[config.mk]
export PLATFORM = sky130hd
export DESIGN_NAME = power_budget_core_cutoff_unit_flat
export DESIGN_NICKNAME = d
export VERILOG_FILES = /design/src/sv/pbcc_pkg.sv /design/src/sv/pbcc_if.sv /design/src/sv/pbcc_ram.sv /design/src/sv/pbcc_table.sv /design/src/sv/pbcc_scan.sv /design/src/sv/power_budget_core_cutoff_unit.sv /design/src/flat_wrapper.sv
export SDC_FILE = /design/constraint.sdc
export NUM_CORES = 1
export LEC_CHECK = 0
export BUFFER_PORTS_ARGS = -buffer_cell sky130_fd_sc_hd__buf_2
export CORE_MARGIN = 1.5
export CORE_UTILIZATION = 45
export CTS_CLUSTER_SIZE = 16
export DETAILED_ROUTE_END_ITERATION = 7
export GPL_ROUTABILITY_DRIVEN = 0
export MAX_ROUTING_LAYER = met4
export PLACE_DENSITY = 0.63
export RECOVER_POWER = 25
export SLEW_MARGIN = 20
export SYNTH_ARGS = -nofsm -noshare
export SYNTH_HDL_FRONTEND = slang
export SYNTH_SLANG_ARGS = --single-unit
[constraint.sdc]
create_clock -name clk -period 12.39 [get_ports clk]
set_input_delay 1.239 -clock clk [delete_from_list [all_inputs] [get_ports clk]]
set_output_delay 1.239 -clock clk [all_outputs]
set_load 0.1 [all_outputs]
[src/sv/pbcc_pkg.sv]
// Shared constants, codes and types for the power budget core cutoff block.
package pbcc_pkg;

	// field widths
	localparam int OP_W    = 2;
	localparam int CORE_W  = 4;
	localparam int POWER_W = 16;
	localparam int LIMIT_W = 20;
	localparam int CUT_W   = 4;

	// defaults
	localparam int                 CORES_DEF  = 16;
	localparam logic [LIMIT_W-1:0] LIMIT_RST  = 20'd80;
	localparam logic [CUT_W-1:0]   CUTOFF_MAX = 4'd15;

	// event codes; the spare code behaves as a query
	typedef enum logic [OP_W-1:0] {
		OP_RUN   = 2'd0,
		OP_STOP  = 2'd1,
		OP_QUERY = 2'd2,
		OP_SPARE = 2'd3
	} pbcc_op_t;

	// scan unit status back to the sequencer
	typedef struct packed {
		logic             done;
		logic [CUT_W-1:0] cutoff;
	} pbcc_scan_res_t;

endpackage

[src/sv/pbcc_if.sv]
// Channel interfaces: event words in, result words out, limit register writes.
interface pbcc_item_if;
	logic                            valid;
	logic                            ready;
	logic [pbcc_pkg::OP_W-1:0]       operation;
	logic [pbcc_pkg::CORE_W-1:0]     core_index;
	logic [pbcc_pkg::POWER_W-1:0]    power_value;

	modport source (output valid, output operation, output core_index,
		output power_value, input ready);
	modport sink (input valid, input operation, input core_index,
		input power_value, output ready);
endinterface

interface pbcc_result_if;
	logic                          valid;
	logic                          ready;
	logic [pbcc_pkg::CUT_W-1:0]    cutoff;
	logic                          serve_user;

	modport source (output valid, output cutoff, output serve_user, input ready);
	modport sink (input valid, input cutoff, input serve_user, output ready);
endinterface

interface pbcc_cfg_if;
	logic                          valid;
	logic                          ready;
	logic [pbcc_pkg::LIMIT_W-1:0]  power_limit;

	modport source (output valid, output power_limit, input ready);
	modport sink (input valid, input power_limit, output ready);
endinterface

[src/sv/pbcc_ram.sv]
// Generic single-write, single-read RAM with registered read data.
module pbcc_ram #(
	parameter int WIDTH = pbcc_pkg::POWER_W,
	parameter int DEPTH = pbcc_pkg::CORES_DEF
) (
	input  logic                     clk,
	input  logic                     we,
	input  logic [$clog2(DEPTH)-1:0] waddr,
	input  logic [WIDTH-1:0]         wdata,
	input  logic                     re,
	input  logic [$clog2(DEPTH)-1:0] raddr,
	output logic [WIDTH-1:0]         rdata
);

	logic [WIDTH-1:0] mem_q [DEPTH];
	logic [WIDTH-1:0] rdata_q;

	always_ff @(posedge clk) begin
		if (we) begin
			mem_q[waddr] <= wdata;
		end
		if (re) begin
			rdata_q <= mem_q[raddr];
		end
	end

	assign rdata = rdata_q;

endmodule

[src/sv/pbcc_table.sv]
// Per-core power table: RAM plus per-entry valid bits so reset reads as zero.
module pbcc_table #(
	parameter int CORES = pbcc_pkg::CORES_DEF
) (
	input  logic                         clk,
	input  logic                         arst_n,
	input  logic                         wr_en,
	input  logic                         clr_en,
	input  logic [$clog2(CORES)-1:0]     wr_addr,
	input  logic [pbcc_pkg::POWER_W-1:0] wr_data,
	input  logic                         rd_en,
	input  logic [$clog2(CORES)-1:0]     rd_addr,
	output logic [pbcc_pkg::POWER_W-1:0] rd_data
);

	logic [CORES-1:0]             valid_q;
	logic                         rvalid_s1;
	logic [pbcc_pkg::POWER_W-1:0] ram_rdata;

	pbcc_ram #(
		.WIDTH (pbcc_pkg::POWER_W),
		.DEPTH (CORES)
	) u_ram (
		.clk   (clk),
		.we    (wr_en),
		.waddr (wr_addr),
		.wdata (wr_data),
		.re    (rd_en),
		.raddr (rd_addr),
		.rdata (ram_rdata)
	);

	// written entries become valid, a cleared core drops back to zero
	always_ff @(posedge clk or negedge arst_n) begin
		if (!arst_n) begin
			valid_q <= '0;
		end else if (wr_en) begin
			valid_q[wr_addr] <= 1'b1;
		end else if (clr_en) begin
			valid_q[wr_addr] <= 1'b0;
		end
	end

	// valid bit follows the registered read
	always_ff @(posedge clk or negedge arst_n) begin
		if (!arst_n) begin
			rvalid_s1 <= 1'b0;
		end else if (rd_en) begin
			rvalid_s1 <= valid_q[rd_addr];
		end
	end

	assign rd_data = rvalid_s1 ? ram_rdata : '0;

endmodule

[src/sv/pbcc_scan.sv]
// Scan unit: one shared add and compare walks the table, one entry per cycle.
module pbcc_scan #(
	parameter int CORES = pbcc_pkg::CORES_DEF
) (
	input  logic                          clk,
	input  logic                          arst_n,
	input  logic                          start,
	input  logic [pbcc_pkg::LIMIT_W-1:0]  limit,
	output logic                          rd_en,
	output logic [$clog2(CORES)-1:0]      rd_addr,
	input  logic [pbcc_pkg::POWER_W-1:0]  rd_data,
	output pbcc_pkg::pbcc_scan_res_t      res
);

	localparam int AW   = $clog2(CORES);
	localparam int CNTW = $clog2(CORES + 1);
	localparam int SW   = pbcc_pkg::POWER_W + AW;
	localparam int CMPW = (SW > pbcc_pkg::LIMIT_W) ? SW : pbcc_pkg::LIMIT_W;

	logic            busy_q;
	logic [CNTW-1:0] cnt_q;
	logic            pend_s1;
	logic [AW-1:0]   idx_s1;
	logic [SW-1:0]   sum_q;
	logic [SW-1:0]   sum_next;
	logic            over;
	logic            last;
	logic            done;

	// read issue: one address per cycle until the table is exhausted or the scan is done
	assign rd_en   = busy_q && (cnt_q < CNTW'(CORES));
	assign rd_addr = cnt_q[AW-1:0];

	// shared accumulate and compare on the returning entry
	assign sum_next = sum_q + SW'(rd_data);
	assign over     = CMPW'(sum_next) > CMPW'(limit);
	assign last     = idx_s1 == AW'(CORES - 1);
	assign done     = pend_s1 && (over || last);

	always_ff @(posedge clk or negedge arst_n) begin
		if (!arst_n) begin
			busy_q  <= 1'b0;
			cnt_q   <= '0;
			pend_s1 <= 1'b0;
		end else if (start) begin
			busy_q  <= 1'b1;
			cnt_q   <= '0;
			pend_s1 <= 1'b0;
		end else if (done) begin
			busy_q  <= 1'b0;
			pend_s1 <= 1'b0;
		end else begin
			pend_s1 <= rd_en;
			if (rd_en) begin
				cnt_q <= cnt_q + 1'b1;
			end
		end
	end

	// datapath registers
	always_ff @(posedge clk) begin
		if (start) begin
			sum_q <= '0;
		end else if (pend_s1) begin
			sum_q <= sum_next;
		end
		if (rd_en) begin
			idx_s1 <= rd_addr;
		end
	end

	// stop index, saturated to the cutoff field
	always_comb begin
		res.done = done;
		if (idx_s1 > AW'(pbcc_pkg::CUTOFF_MAX)) begin
			res.cutoff = pbcc_pkg::CUTOFF_MAX;
		end else begin
			res.cutoff = pbcc_pkg::CUT_W'(idx_s1);
		end
	end

endmodule

[src/sv/power_budget_core_cutoff_unit.sv]
// Top level: event sequencer, cutoff and limit registers, result register.
//
//  channel  dir  handshake     payload
//  item     in   valid/ready   operation, core_index, power_value
//  result   out  valid/ready   cutoff, serve_user
//  cfg      in   valid/ready   power_limit (ready always high)
//
// One word at a time. A stop or query word goes from the update state to the result
// state; a run word passes through the table scan between the two, paced by the
// single table read port and the shared add/compare unit.
// arst_n clears the table (valid bits), cutoff to 0, limit to 80; no clearing pass.
// A result held by a stalled consumer keeps item.ready low until it is taken.
module power_budget_core_cutoff_unit #(
	parameter int CORES = pbcc_pkg::CORES_DEF
) (
	input  logic                 clk,
	input  logic                 arst_n,
	pbcc_item_if.sink            item,
	pbcc_result_if.source        result,
	pbcc_cfg_if.sink             cfg
);

	localparam int AW = $clog2(CORES);

	typedef enum logic [3:0] {
		ST_IDLE = 4'b0001,
		ST_UPD  = 4'b0010,
		ST_SCAN = 4'b0100,
		ST_OUT  = 4'b1000
	} state_t;

	state_t                          state_q;
	logic [pbcc_pkg::OP_W-1:0]       op_q;
	logic [pbcc_pkg::CORE_W-1:0]     core_q;
	logic [pbcc_pkg::POWER_W-1:0]    power_q;
	logic [pbcc_pkg::LIMIT_W-1:0]    limit_q;
	logic [pbcc_pkg::CUT_W-1:0]      cutoff_q;
	logic                            serve_q;
	logic                            in_range;
	logic                            tbl_wr;
	logic                            tbl_clr;
	logic                            scan_start;
	logic                            rd_en;
	logic [AW-1:0]                   rd_addr;
	logic [pbcc_pkg::POWER_W-1:0]    rd_data;
	pbcc_pkg::pbcc_scan_res_t        scan_res;

	assign item.ready = state_q == ST_IDLE;
	assign cfg.ready  = 1'b1;

	// table side effects in the update cycle
	assign in_range   = int'(core_q) < CORES;
	assign tbl_wr     = (state_q == ST_UPD) && (op_q == pbcc_pkg::OP_RUN) && in_range;
	assign tbl_clr    = (state_q == ST_UPD) && (op_q == pbcc_pkg::OP_STOP) && in_range;
	assign scan_start = (state_q == ST_UPD) && (op_q == pbcc_pkg::OP_RUN);

	pbcc_table #(
		.CORES (CORES)
	) u_table (
		.clk     (clk),
		.arst_n  (arst_n),
		.wr_en   (tbl_wr),
		.clr_en  (tbl_clr),
		.wr_addr (AW'(core_q)),
		.wr_data (power_q),
		.rd_en   (rd_en),
		.rd_addr (rd_addr),
		.rd_data (rd_data)
	);

	pbcc_scan #(
		.CORES (CORES)
	) u_scan (
		.clk     (clk),
		.arst_n  (arst_n),
		.start   (scan_start),
		.limit   (limit_q),
		.rd_en   (rd_en),
		.rd_addr (rd_addr),
		.rd_data (rd_data),
		.res     (scan_res)
	);

	// limit register
	always_ff @(posedge clk or negedge arst_n) begin
		if (!arst_n) begin
			limit_q <= pbcc_pkg::LIMIT_RST;
		end else if (cfg.valid) begin
			limit_q <= cfg.power_limit;
		end
	end

	// captured event word
	always_ff @(posedge clk) begin
		if (item.valid && item.ready) begin
			op_q    <= item.operation;
			core_q  <= item.core_index;
			power_q <= item.power_value;
		end
	end

	// sequencer, cutoff and serve flag
	always_ff @(posedge clk or negedge arst_n) begin
		if (!arst_n) begin
			state_q  <= ST_IDLE;
			cutoff_q <= '0;
			serve_q  <= 1'b0;
		end else begin
			case (state_q)
				ST_IDLE: begin
					if (item.valid) begin
						state_q <= ST_UPD;
					end
				end
				ST_UPD: begin
					case (op_q)
						pbcc_pkg::OP_RUN: begin
							serve_q <= 1'b0;
							state_q <= ST_SCAN;
						end
						pbcc_pkg::OP_STOP: begin
							serve_q <= 1'b0;
							state_q <= ST_OUT;
						end
						default: begin
							serve_q <= core_q <= cutoff_q;
							state_q <= ST_OUT;
						end
					endcase
				end
				ST_SCAN: begin
					if (scan_res.done) begin
						cutoff_q <= scan_res.cutoff;
						state_q  <= ST_OUT;
					end
				end
				ST_OUT: begin
					if (result.ready) begin
						state_q <= ST_IDLE;
					end
				end
				default: begin
					state_q <= ST_IDLE;
				end
			endcase
		end
	end

	assign result.valid      = state_q == ST_OUT;
	assign result.cutoff     = cutoff_q;
	assign result.serve_user = serve_q;

`ifndef NO_ASSERTIONS
	a_one_at_a_time: assert property (@(posedge clk) disable iff (!arst_n)
		result.valid |-> !item.ready)
		else $error("word accepted while a result is pending");

	a_cutoff_from_scan: assert property (@(posedge clk) disable iff (!arst_n)
		!$stable(cutoff_q) |-> $past(scan_res.done))
		else $error("cutoff changed without a finished scan");

	a_done_in_scan: assert property (@(posedge clk) disable iff (!arst_n)
		scan_res.done |-> state_q == ST_SCAN)
		else $error("scan finished outside the scan state");

	a_accept_to_update: assert property (@(posedge clk) disable iff (!arst_n)
		item.valid && item.ready |=> state_q == ST_UPD)
		else $error("accepted word did not enter the update cycle");
`endif

endmodule

[src/flat_wrapper.sv]
// flat-port wrapper written by rule: the top's interface ports become plain ports
module power_budget_core_cutoff_unit_flat 
#(
	parameter int CORES = pbcc_pkg::CORES_DEF
)
  (clk, arst_n, item_valid, item_operation, item_core_index, item_power_value, item_ready, result_valid, result_cutoff, result_serve_user, result_ready, cfg_valid, cfg_power_limit, cfg_ready);
  pbcc_item_if item_i ();
  pbcc_result_if result_i ();
  pbcc_cfg_if cfg_i ();
  input  logic clk;
  input  logic arst_n;
  input wire logic [$bits(item_i.valid)-1:0] item_valid;
  input wire logic [$bits(item_i.operation)-1:0] item_operation;
  input wire logic [$bits(item_i.core_index)-1:0] item_core_index;
  input wire logic [$bits(item_i.power_value)-1:0] item_power_value;
  output wire logic [$bits(item_i.ready)-1:0] item_ready;
  output wire logic [$bits(result_i.valid)-1:0] result_valid;
  output wire logic [$bits(result_i.cutoff)-1:0] result_cutoff;
  output wire logic [$bits(result_i.serve_user)-1:0] result_serve_user;
  input wire logic [$bits(result_i.ready)-1:0] result_ready;
  input wire logic [$bits(cfg_i.valid)-1:0] cfg_valid;
  input wire logic [$bits(cfg_i.power_limit)-1:0] cfg_power_limit;
  output wire logic [$bits(cfg_i.ready)-1:0] cfg_ready;
  assign item_i.valid = item_valid;
  assign item_i.operation = item_operation;
  assign item_i.core_index = item_core_index;
  assign item_i.power_value = item_power_value;
  assign item_ready = item_i.ready;
  assign result_valid = result_i.valid;
  assign result_cutoff = result_i.cutoff;
  assign result_serve_user = result_i.serve_user;
  assign result_i.ready = result_ready;
  assign cfg_i.valid = cfg_valid;
  assign cfg_i.power_limit = cfg_power_limit;
  assign cfg_ready = cfg_i.ready;
  power_budget_core_cutoff_unit #(.CORES(CORES)) u_core (.clk(clk), .arst_n(arst_n), .item(item_i), .result(result_i), .cfg(cfg_i));
endmodule
; ---- Word-level counts from Yosys, hierarchy flattened
; Memory sizes are Yosys's and may differ from the RTL's. A register that Yosys moved wholly into a read port is not among the register bits.
; Cells that the tools add are included.
[word_totals]
regBits = 99
wordCells = 75
ram_bits = 256
memories = 1
[op_classes]
n_reduce_logical = 15
mux = 23
eq_ne = 10
addsub = 2
bitwise = 3
magnitude_cmp = 7
[memory_table]
columns = memory, depth, word_bits, read_ports, rd_clocked_by_memory_dff, write_ports, line
row1 = u_core.u_table.u_ram.mem_q, 16, 16, 1, 1, 1, pbcc_ram.sv:15  ; logic [WIDTH-1:0] mem_q [DEPTH];
[op_table]
columns = operator, n
row1 = two-way mux 16 bit, 3
row2 = adder 20 x 16 -> 20 bit, 1
row3 = > comparator 20 bit, 1
row4 = two-way mux 4 bit, 5
row5 = AND 16 bit, 1
row6 = NOT 16 bit, 1
row7 = OR 16 bit, 1
row8 = case mux 4 bit (4 select lines), 1
row9 = two-way mux 5 bit, 3
row10 = "< comparator 4 x 5 -> 1 bit, second input constant", 2
row11 = two-way mux 1 bit, 9
row12 = "equality test 4 bit, second input constant", 2
row13 = logical AND 1 bit, 6
row14 = nonzero test 2 bit, 3
row15 = "adder 5 x 1 -> 5 bit, second input constant", 1
row16 = "< comparator 5 bit, second input constant", 1
row17 = binary-select mux 1 bit (select 4 bit), 1
row18 = demux 1 bit (select 4 bit), 1
row19 = "equality test 4 x 1 -> 1 bit, second input constant", 1
row20 = "equality test 4 x 2 -> 1 bit, second input constant", 1
row21 = "equality test 4 x 3 -> 1 bit, second input constant", 1
row22 = "greater-or-equal comparator 4 x 1 -> 1 bit, second input constant", 1
row23 = "> comparator 4 bit, second input constant", 1
row24 = less-or-equal comparator 4 bit, 1
row25 = other kinds (8), 11

; ---- Depth between registers and ports, before layout
; Gate-level depths: netlist of the first run.
[logic_depth]
word_depth = 8
ltp_mapped = 18

; ---- By module
; A second synthesis of the first run with hierarchy kept.
[hier_totals]
cells_unflattened = 949
area_unflattened_um2 = 15805.2
[by_module_without_submodules]
columns = module, area_per_inst_um2, seq_area_each_um2, cells_per_inst, instances
row1 = pbcc_ram, 10203.5, 8167.8, 432, 1
row2 = pbcc_scan, 2640.0, 695.7, 307, 1
row3 = power_budget_core_cutoff_unit, 1960.6, 1390.1, 124, 1
row4 = pbcc_table, 1001.0, 425.4, 86, 1

; ---- Least setup slack after synthesis of the first run
; OpenSTA, ideal clock, no wires.
[synth_path]
kind = register to register
start = reg u_core.u_table.rvalid_s1
end = reg u_core.cutoff_q (netlist bit u_core.result.cutoff[0])
arrival_ns = 3.976
n_path_buf = 1
setup_time_ns = 0.126
period_less_slack_ns = 4.101
path_stages_with_launch = 17
setup_slack_ns = 8.289
path_cell_list = dfrtp_1 > clkbuf_1 > and2_1 > ha_1 > a211oi_1 > nor2_1 > o311a_1 > nor4_2 > nor3_1 > xnor2_1 > ha_1 > nand4_2 > nor4_4 > a21bo_1 > a311oi_1 > o21ba_4 > mux2_4
[synth_via]
elab_chain_len = 6
[synth_rtl]
columns = element, line
row1 = from (decl), pbcc_table.sv:17  ; logic rvalid_s1;
row2 = from (signal assigned), pbcc_table.sv:49  ; rvalid_s1 <= valid_q[rd_addr];
row3 = two-way mux 16 bit, pbcc_table.sv:53  ; assign rd_data = rvalid_s1 ? ram_rdata : '0;
row4 = adder 20 x 16 -> 20 bit, pbcc_scan.sv:35  ; assign sum_next = sum_q + SW'(rd_data);
row5 = via u_core.u_scan.sum_next[17], pbcc_scan.sv:25  ; logic [SW-1:0] sum_next;
row6 = > comparator 20 bit, pbcc_scan.sv:36  ; assign over = CMPW'(sum_next) > CMPW'(limit);
row7 = logical OR 1 bit, pbcc_scan.sv:38  ; assign done = pend_s1 && (over || last);
row8 = logical AND 1 bit, pbcc_scan.sv:38
row9 = AND reduction 2 bit (no line), -
row10 = to (signal assigned), power_budget_core_cutoff_unit.sv:133  ; cutoff_q <= scan_res.cutoff;
row11 = to (decl), power_budget_core_cutoff_unit.sv:37  ; logic [pbcc_pkg::CUT_W-1:0] cutoff_q;
; The timed path passes the listed nets, and every way through them passes these cells.
; A chain may end at the register's enable or synchronous reset.

; ---- Final worst setup path of the first run
[layout_path]
start = reg u_core.u_table.rvalid_s1
end = reg u_core.u_scan.cnt_q[3]
[layout_via]
elab_chain_len = 7
[layout_rtl]
columns = element, line
row1 = two-way mux 16 bit, pbcc_table.sv:53
row2 = adder 20 x 16 -> 20 bit, pbcc_scan.sv:35
row3 = via u_core.u_scan.sum_next[11], pbcc_scan.sv:25
row4 = > comparator 20 bit, pbcc_scan.sv:36
row5 = logical OR 1 bit, pbcc_scan.sv:38
row6 = logical AND 1 bit, pbcc_scan.sv:38
row7 = inequality test 2 x 1 -> 1 bit (no line), -
row8 = AND reduction 2 bit (no line), -
row9 = to (signal assigned), pbcc_scan.sv:55  ; cnt_q <= cnt_q + 1'b1;
row10 = to (decl), pbcc_scan.sv:21  ; logic [CNTW-1:0] cnt_q;
; The timed path passes the listed nets, and every way through them passes these cells.

==> qor.csv, run 1 <==
metric;value;unit
status;finished, violations left;
failing checks;capacitance limit, slew limit;
period utilization;36.9;%
final worst setup slack;7.82;ns
fraction of registers with async set/reset;14.3;%
area of the multi-input gates;0.00480;mm2
Post-CTS Setup Inserts;0;
Final Power;3.69;mW
CP required;12.80;ns
EDFF count, synth;298;
dpl ws;7.82;ns
fin cells;1517;
Port Buffers;53;
# resized after CTS;0;
Sink Count;371;
synth cell count leaders;edfxtp_1, mux4_2, nand2_1, o21ai_0, dfrtp_1;
Post-Syn Instances;964;
HP Class;flip-flop to flip-flop;
CP Capture Type;flip-flop;
syn_area_per_cell;16.4;um2
Placed Cells incl. Taps;1449;
crit-path cells;and2_1, ha_1, and2_1, a221oi_2, a21boi_1, a211o_1, a2111oi_4, nor2_1, ha_1, nand4_1, nor4_4, a21bo_1, a41oi_1, o311ai_0, o41ai_1;
wire per inst;20.9;um
post-synthesis sequential area ratio;67.6;%
drt total wl;31.7;mm
vias per cell;5.59;
first-pass iteration count of the detailed router;5;
die width;190;um
post-synthesis xor/xnor area fraction;0.721;%
initial antenna violation count;0;
slowest stage delay, CP;0.51;ns
Max Fclk;0.219;GHz
clk slew on worst S/H paths;0.05;ns
Vias;8485;
Netlist Area Pre-Place;0.0158;mm2
post-synthesis simple-gate area fraction;6.66;%
Rows;68;
slowest library cell on the worst path;dfrtp_1;
Post-Synth Adder-Cell Area;3.38;%
Synth area leaders;edfxtp_1, mux4_2, dfrtp_1;
first-pass GRT wire length;48.7;mm
total CTS buffers;39;
share of the synthesized area in the top cell type;56.7;%
Yosys warning total;0;
initial drt markers;692;
Slew Viols, Final;22;
Primary FF master, synth;edfxtp_1;
CP Launch Type;flip-flop;
# diodes;0;
Synth cell types;75;
area grow syn2layout;13.0;%
H-tree depth;2;
Die Y-Extent;190;um
Ports;55;
Leak;6.34;nW
final setup vio count;0;
clk_skew;0.0188;ns
NumNets Final;1124;
minimum clock period;4.57;ns
total die area;0.0362;mm2
# fillers;2844;
Worst Tran Pin Value;1.67;ns
Slew Limit Headroom;-11.2;%
total global-route track usage;18.4;%
# Max-Cap Violations;1;
sequential cell area;0.0107;mm2
P per Cell Area;207;mW/mm2
Skew-Pair Late Insertion Delay;0.53;ns
Synth Net Count;1053;
number of global-route vias before repair;8384;
multiplexer share of the synthesized area;13.2;%
Initial Util;45.7;%
CP max FO;17;
dominant cell type by area after synthesis;edfxtp_1;
TritonCTS clock tree;done;
Synth Area in Compound Gates;6.17;%
Core Region;0.0345;mm2
unrepaired setup endpoints after global routing;false;
post-route ant nets;0;
crit path DAT;4.98;ns
pin count of the biggest net entering global routing;54;
gr ovfl total;0;
number of hold buffers added after cts;0;
Remaining DRCs;0;
maximum VDD drop;113;uV
largest family of logic cells by synthesized area;multiplexers;
DPL Wire Length;19.1;mm
FF+latch count, synth;371;
deepest clock path buffer count;3;
layout cell share with drive strength beyond 1;24.3;%
WS Path Type;flip-flop to flip-flop;
most numerous cell in the Yosys netlist;edfxtp_1;
endpoints failing hold;0;
Final TNS setup;0;ns
CTS Root Cell;clkbuf_16;
[sequential cells by signal, indices dropped and copies added (netlist names), 2 cells and up, named ones only]
signal                      cells
u_core.result.cutoff            4
u_core.core_q                   4
u_core.u_table.u_ram.mem_q    256
u_core.limit_q                 20
u_core.state_q                  4
u_core.u_scan.idx_s1            4
u_core.power_q                 16
u_core.u_scan.sum_q            20
u_core.u_scan.cnt_q             5
u_core.u_table.u_ram.rdata     16
u_core.op_q                     2
[critical path: cells and delay by family (launching register included)]
family / cells / cell delay, ns
compound gates: 8 / 2.31
simple gates: 5 / 0.99
fa+ha+maj: 2 / 0.64
flops: 1 / 0.51
[cell usage in the layout, fill, tap and decap left out, types with 20 or more instances in the layout]
cell | netlist | layout
buf_2 | 11 | 53
mux4_2 | 85 | 85
buf_4 | 1 | 23
dfrtp_1 | 50 | 48
nor2_1 | 44 | 28
ha_1 | 41 | 41
inv_1 | 37 | 37
a21oi_1 | 28 | 28
dfxtp_1 | 20 | 20
nand2_1 | 62 | 62
o21ai_0 | 58 | 58
and2_1 | 23 | 23
clkbuf_16 | 0 | 39
edfxtp_1 | 298 | 298
[per-layer routing]
metal | share of wire, % | vias up | routed length, um | track usage, %
met5 | 0 | - | 0 | -
met4 | 2.0 | 0 | 641 | 4.82
li1 | - | 3911 | - | -
met3 | 4.2 | 51 | 1340 | 2.59
met2 | 49 | 181 | 15500 | 30.0
met1 | 45 | 4342 | 14200 | 24.4
[per-stage QoR]
stage | instance area, um2 | hold WS [ns] | util, %
6_report | 17800 | 0.460 | 51.7
5_1_grt | 17800 | 0.480 | 51.7
4_1_cts | 17800 | 0.464 | 51.7
3_5_place_dp | 16600 | 0.458 | 48.2
3_3_place_gp | 16600 | 0.444 | 48.2
2_1_floorplan | 15800 | 0.435 | -
[kinds of logic (layout without fill, tap and decap cells)]
| group | Yosys count | after routing |
|---|---|---|
| flops | 371 | 371 |
| simple gates | 203 | 203 |
| fa+ha+maj | 42 | 42 |
| mux | 100 | 100 |
| compound gates | 148 | 148 |
| buf+inv | 86 | 184 |
| other cells | 1 | 1 |
| xor+xnor | 13 | 13 |
[report_power, final]
group | switching, mW | internal, mW
Sequential | 0.140 | 1.53
Combinational | 0.492 | 0.427
Clock | 0.461 | 0.639
[layout make-up]
| type | instances | area share [%] |
|---|---|---|
| timing repair buffer | 77 | 2.48 |
| tap | 455 | 3.19 |
| sequential | 371 | 59.9 |
| clock inverter | 18 | 0.841 |
| clock buffer | 50 | 5.87 |
| multi-input combinational | 507 | 26.9 |
| inverter | 39 | 0.820 |
[final timing paths]
kind	slack [ns]	cells past startpoint	to	startpoint
worst max register to register	7.82	15	u_core.u_scan.cnt_q[3]	u_core.u_table.rvalid_s1
max in group asynchronous	11.02	2	u_core.u_scan.cnt_q[0]	arst_n
worst min register to register	0.46	2	u_core.u_scan.sum_q[19]	u_core.u_scan.sum_q[19]
worst max-delay path	7.82	15	u_core.u_scan.cnt_q[3]	u_core.u_table.rvalid_s1
min in group asynchronous	0.84	2	u_core.state_q[1]	arst_n
worst min-delay path	0.46	2	u_core.u_scan.sum_q[19]	u_core.u_scan.sum_q[19]
(Power assumes the default switching activity.)
==> run 2: changes to the inputs <==
--- a/config.mk
+++ b/config.mk
@@ -12,7 +12,7 @@
 export DETAILED_ROUTE_END_ITERATION = 7
 export GPL_ROUTABILITY_DRIVEN = 0
 export MAX_ROUTING_LAYER = met4
-export PLACE_DENSITY = 0.63
+export PLACE_DENSITY = 0.65
 export RECOVER_POWER = 25
 export SLEW_MARGIN = 20
 export SYNTH_ARGS = -nofsm -noshare
==> constraint.sdc (replaced) <==
create_clock -name clk -period 4.2 [get_ports clk]
set_input_delay 0.42 -clock clk [delete_from_list [all_inputs] [get_ports clk]]
set_output_delay 0.42 -clock clk [all_outputs]
set_load 0.1 [all_outputs]
==> qor.csv, run 2 (synthesis gave the netlist of run 1 again) <==
metric;value;unit
fin cells;1570;
pin count of the biggest net entering global routing;44;
final core occ;54.2;%
number of global-route vias before repair;8643;
first-pass GRT wire length;50.2;mm
design area;0.0187;mm2
most common cell after layout, fill and taps aside;edfxtp_1;
Final TNS setup;0;ns
max reg flops;256;
initial antenna violation count;0;
CTS Root Cell;clkbuf_16;
dpl ws;-0.196;ns
Crit. path cell count;18;
Die Y-Extent;190;um
HP Class;input port to flip-flop;
vias per cell;5.54;
Leak;6.64;nW
initial drt markers;612;
endpoints failing hold;0;
unrepaired setup endpoints after global routing;true;
WS Path Type;flip-flop to flip-flop;
layout cell share with drive strength beyond 1;32.6;%
Ports;55;
NumNets Final;1174;
clk slew on worst S/H paths;0.06;ns
CP Launch Type;flip-flop;
clk_skew;0.0222;ns
die width;190;um
CP Capture Type;flip-flop;
crit-path cells;and2_4, ha_4, inv_2, fa_2, nor2b_4, o31a_1, buf_4, o21a_4, o211ai_1, nand2_1, xor2_1, ha_1, nand4_1, nor4_4, a21bo_2, a311oi_2, o21ba_4, mux2_4;
Core Region;0.0345;mm2
Slew Limit Headroom;-4.97;%
total global-route track usage;19.0;%
final worst setup slack;0.00463;ns
TritonCTS clock tree;done;
sequential cell area;0.0107;mm2
slowest library cell on the worst path;dfrtp_2;
maximum VDD drop;436;uV
total die area;0.0362;mm2
Skew-Pair Late Insertion Delay;0.54;ns
most frequent cells in the layout;edfxtp_1, mux4_2, buf_4;
# diodes;0;
Placed Cells incl. Taps;1486;
failing checks;capacitance limit, slew limit;
CP required;4.62;ns
cell family with most CP delay;compound AO/OA/AOI/OAI gates;
# Max-Cap Violations;1;
drt total wl;32.6;mm
Worst Tran Pin Value;1.57;ns
Initial Util;45.7;%
final setup vio count;0;
hold_ws;0.0487;ns
placed inst area;0.0170;mm2
status;finished, violations left;
crit path DAT;4.62;ns
DPL Wire Length;19.4;mm
area grow syn2layout;18.6;%
WP buf/inv;2;
wire per inst;20.7;um
Rows;68;
Sink Count;371;
Slew Viols, Final;31;
biggest regs;u_core.u_table.u_ram.mem_q (256), u_core.limit_q (20), u_core.u_scan.sum_q (20);
Hold Crit Depth;1;
Reg2Reg Depth;18;
H-tree depth;2;
slowest stage delay, CP;0.45;ns
deepest clock path buffer count;3;
Port Buffers;53;
Max Fclk;0.238;GHz
gr ovfl total;0;
Final Power;11.6;mW
minimum clock period;4.20;ns
post-route ant nets;0;
CP max FO;7;
P per Cell Area;620;mW/mm2
area of the multi-input gates;0.00515;mm2
Vias;8705;
# fillers;2773;
Top reg by flops;u_core.u_table.u_ram.mem_q;
total CTS buffers;39;
Remaining DRCs;0;
period utilization;99.9;%
first-pass iteration count of the detailed router;4;
[run 2: cell types whose count changed in the layout (fill, tap and decap cells not counted), moves of 4 or more]
cell       before  now
a21oi_1        28   24
a21oi_2         0    4
and2_1         23   19
and2_4          0    4
buf_2          53   49
buf_4          23   68
bufinv_16       2    7
clkinv_1       12    6
clkinv_2        0    6
ha_1           41   31
ha_4            0    8
o21ai_0        58   54
[run 2: repair_timing]
action	4_1_cts	5_1_grt
pin swaps	9	26
hold endpoints to repair	26	0
setup endpoints to repair	10	11
buffers inserted	5	7
hold buffers	1	0
gates resized for setup	28	42
[run 2: per-layer routing]
metal	share of wire, %	global-route usage, %
met2	48	29.6
met3	4.9	2.76
met1	45	26.3
met5	0	-
met4	2.0	5.18
[run 2: final timing paths]
kind                                           endpoint                     start  slack [ns]
worst min register to register     u_core.u_scan.busy_q      u_core.u_scan.busy_q        0.49
worst min-delay path                  u_core.power_q[1]       item_power_value[1]        0.05
worst max-delay path            u_core.result.cutoff[2]  u_core.u_table.rvalid_s1       0.005
min in group asynchronous             u_core.state_q[1]                    arst_n        0.80
max in group asynchronous        u_core.u_scan.cnt_q[0]                    arst_n        2.26
worst max register to register  u_core.result.cutoff[2]  u_core.u_table.rvalid_s1       0.005
[run 2: power breakdown]
group,switching (mW),total [mW],internal [mW]
combinational,1.56,3.08,1.52
clock,1.41,3.56,2.15
sequential,0.458,4.97,4.52
[run 2: final cells by class]
type,instances,share of cell area [%]
flip-flops and latches,371,57.0
multi-input cells,507,27.5
clock buffers,46,5.35
clock inverters,25,1.72
repair buffers,127,4.56
well taps,455,3.04
inverters,39,0.781
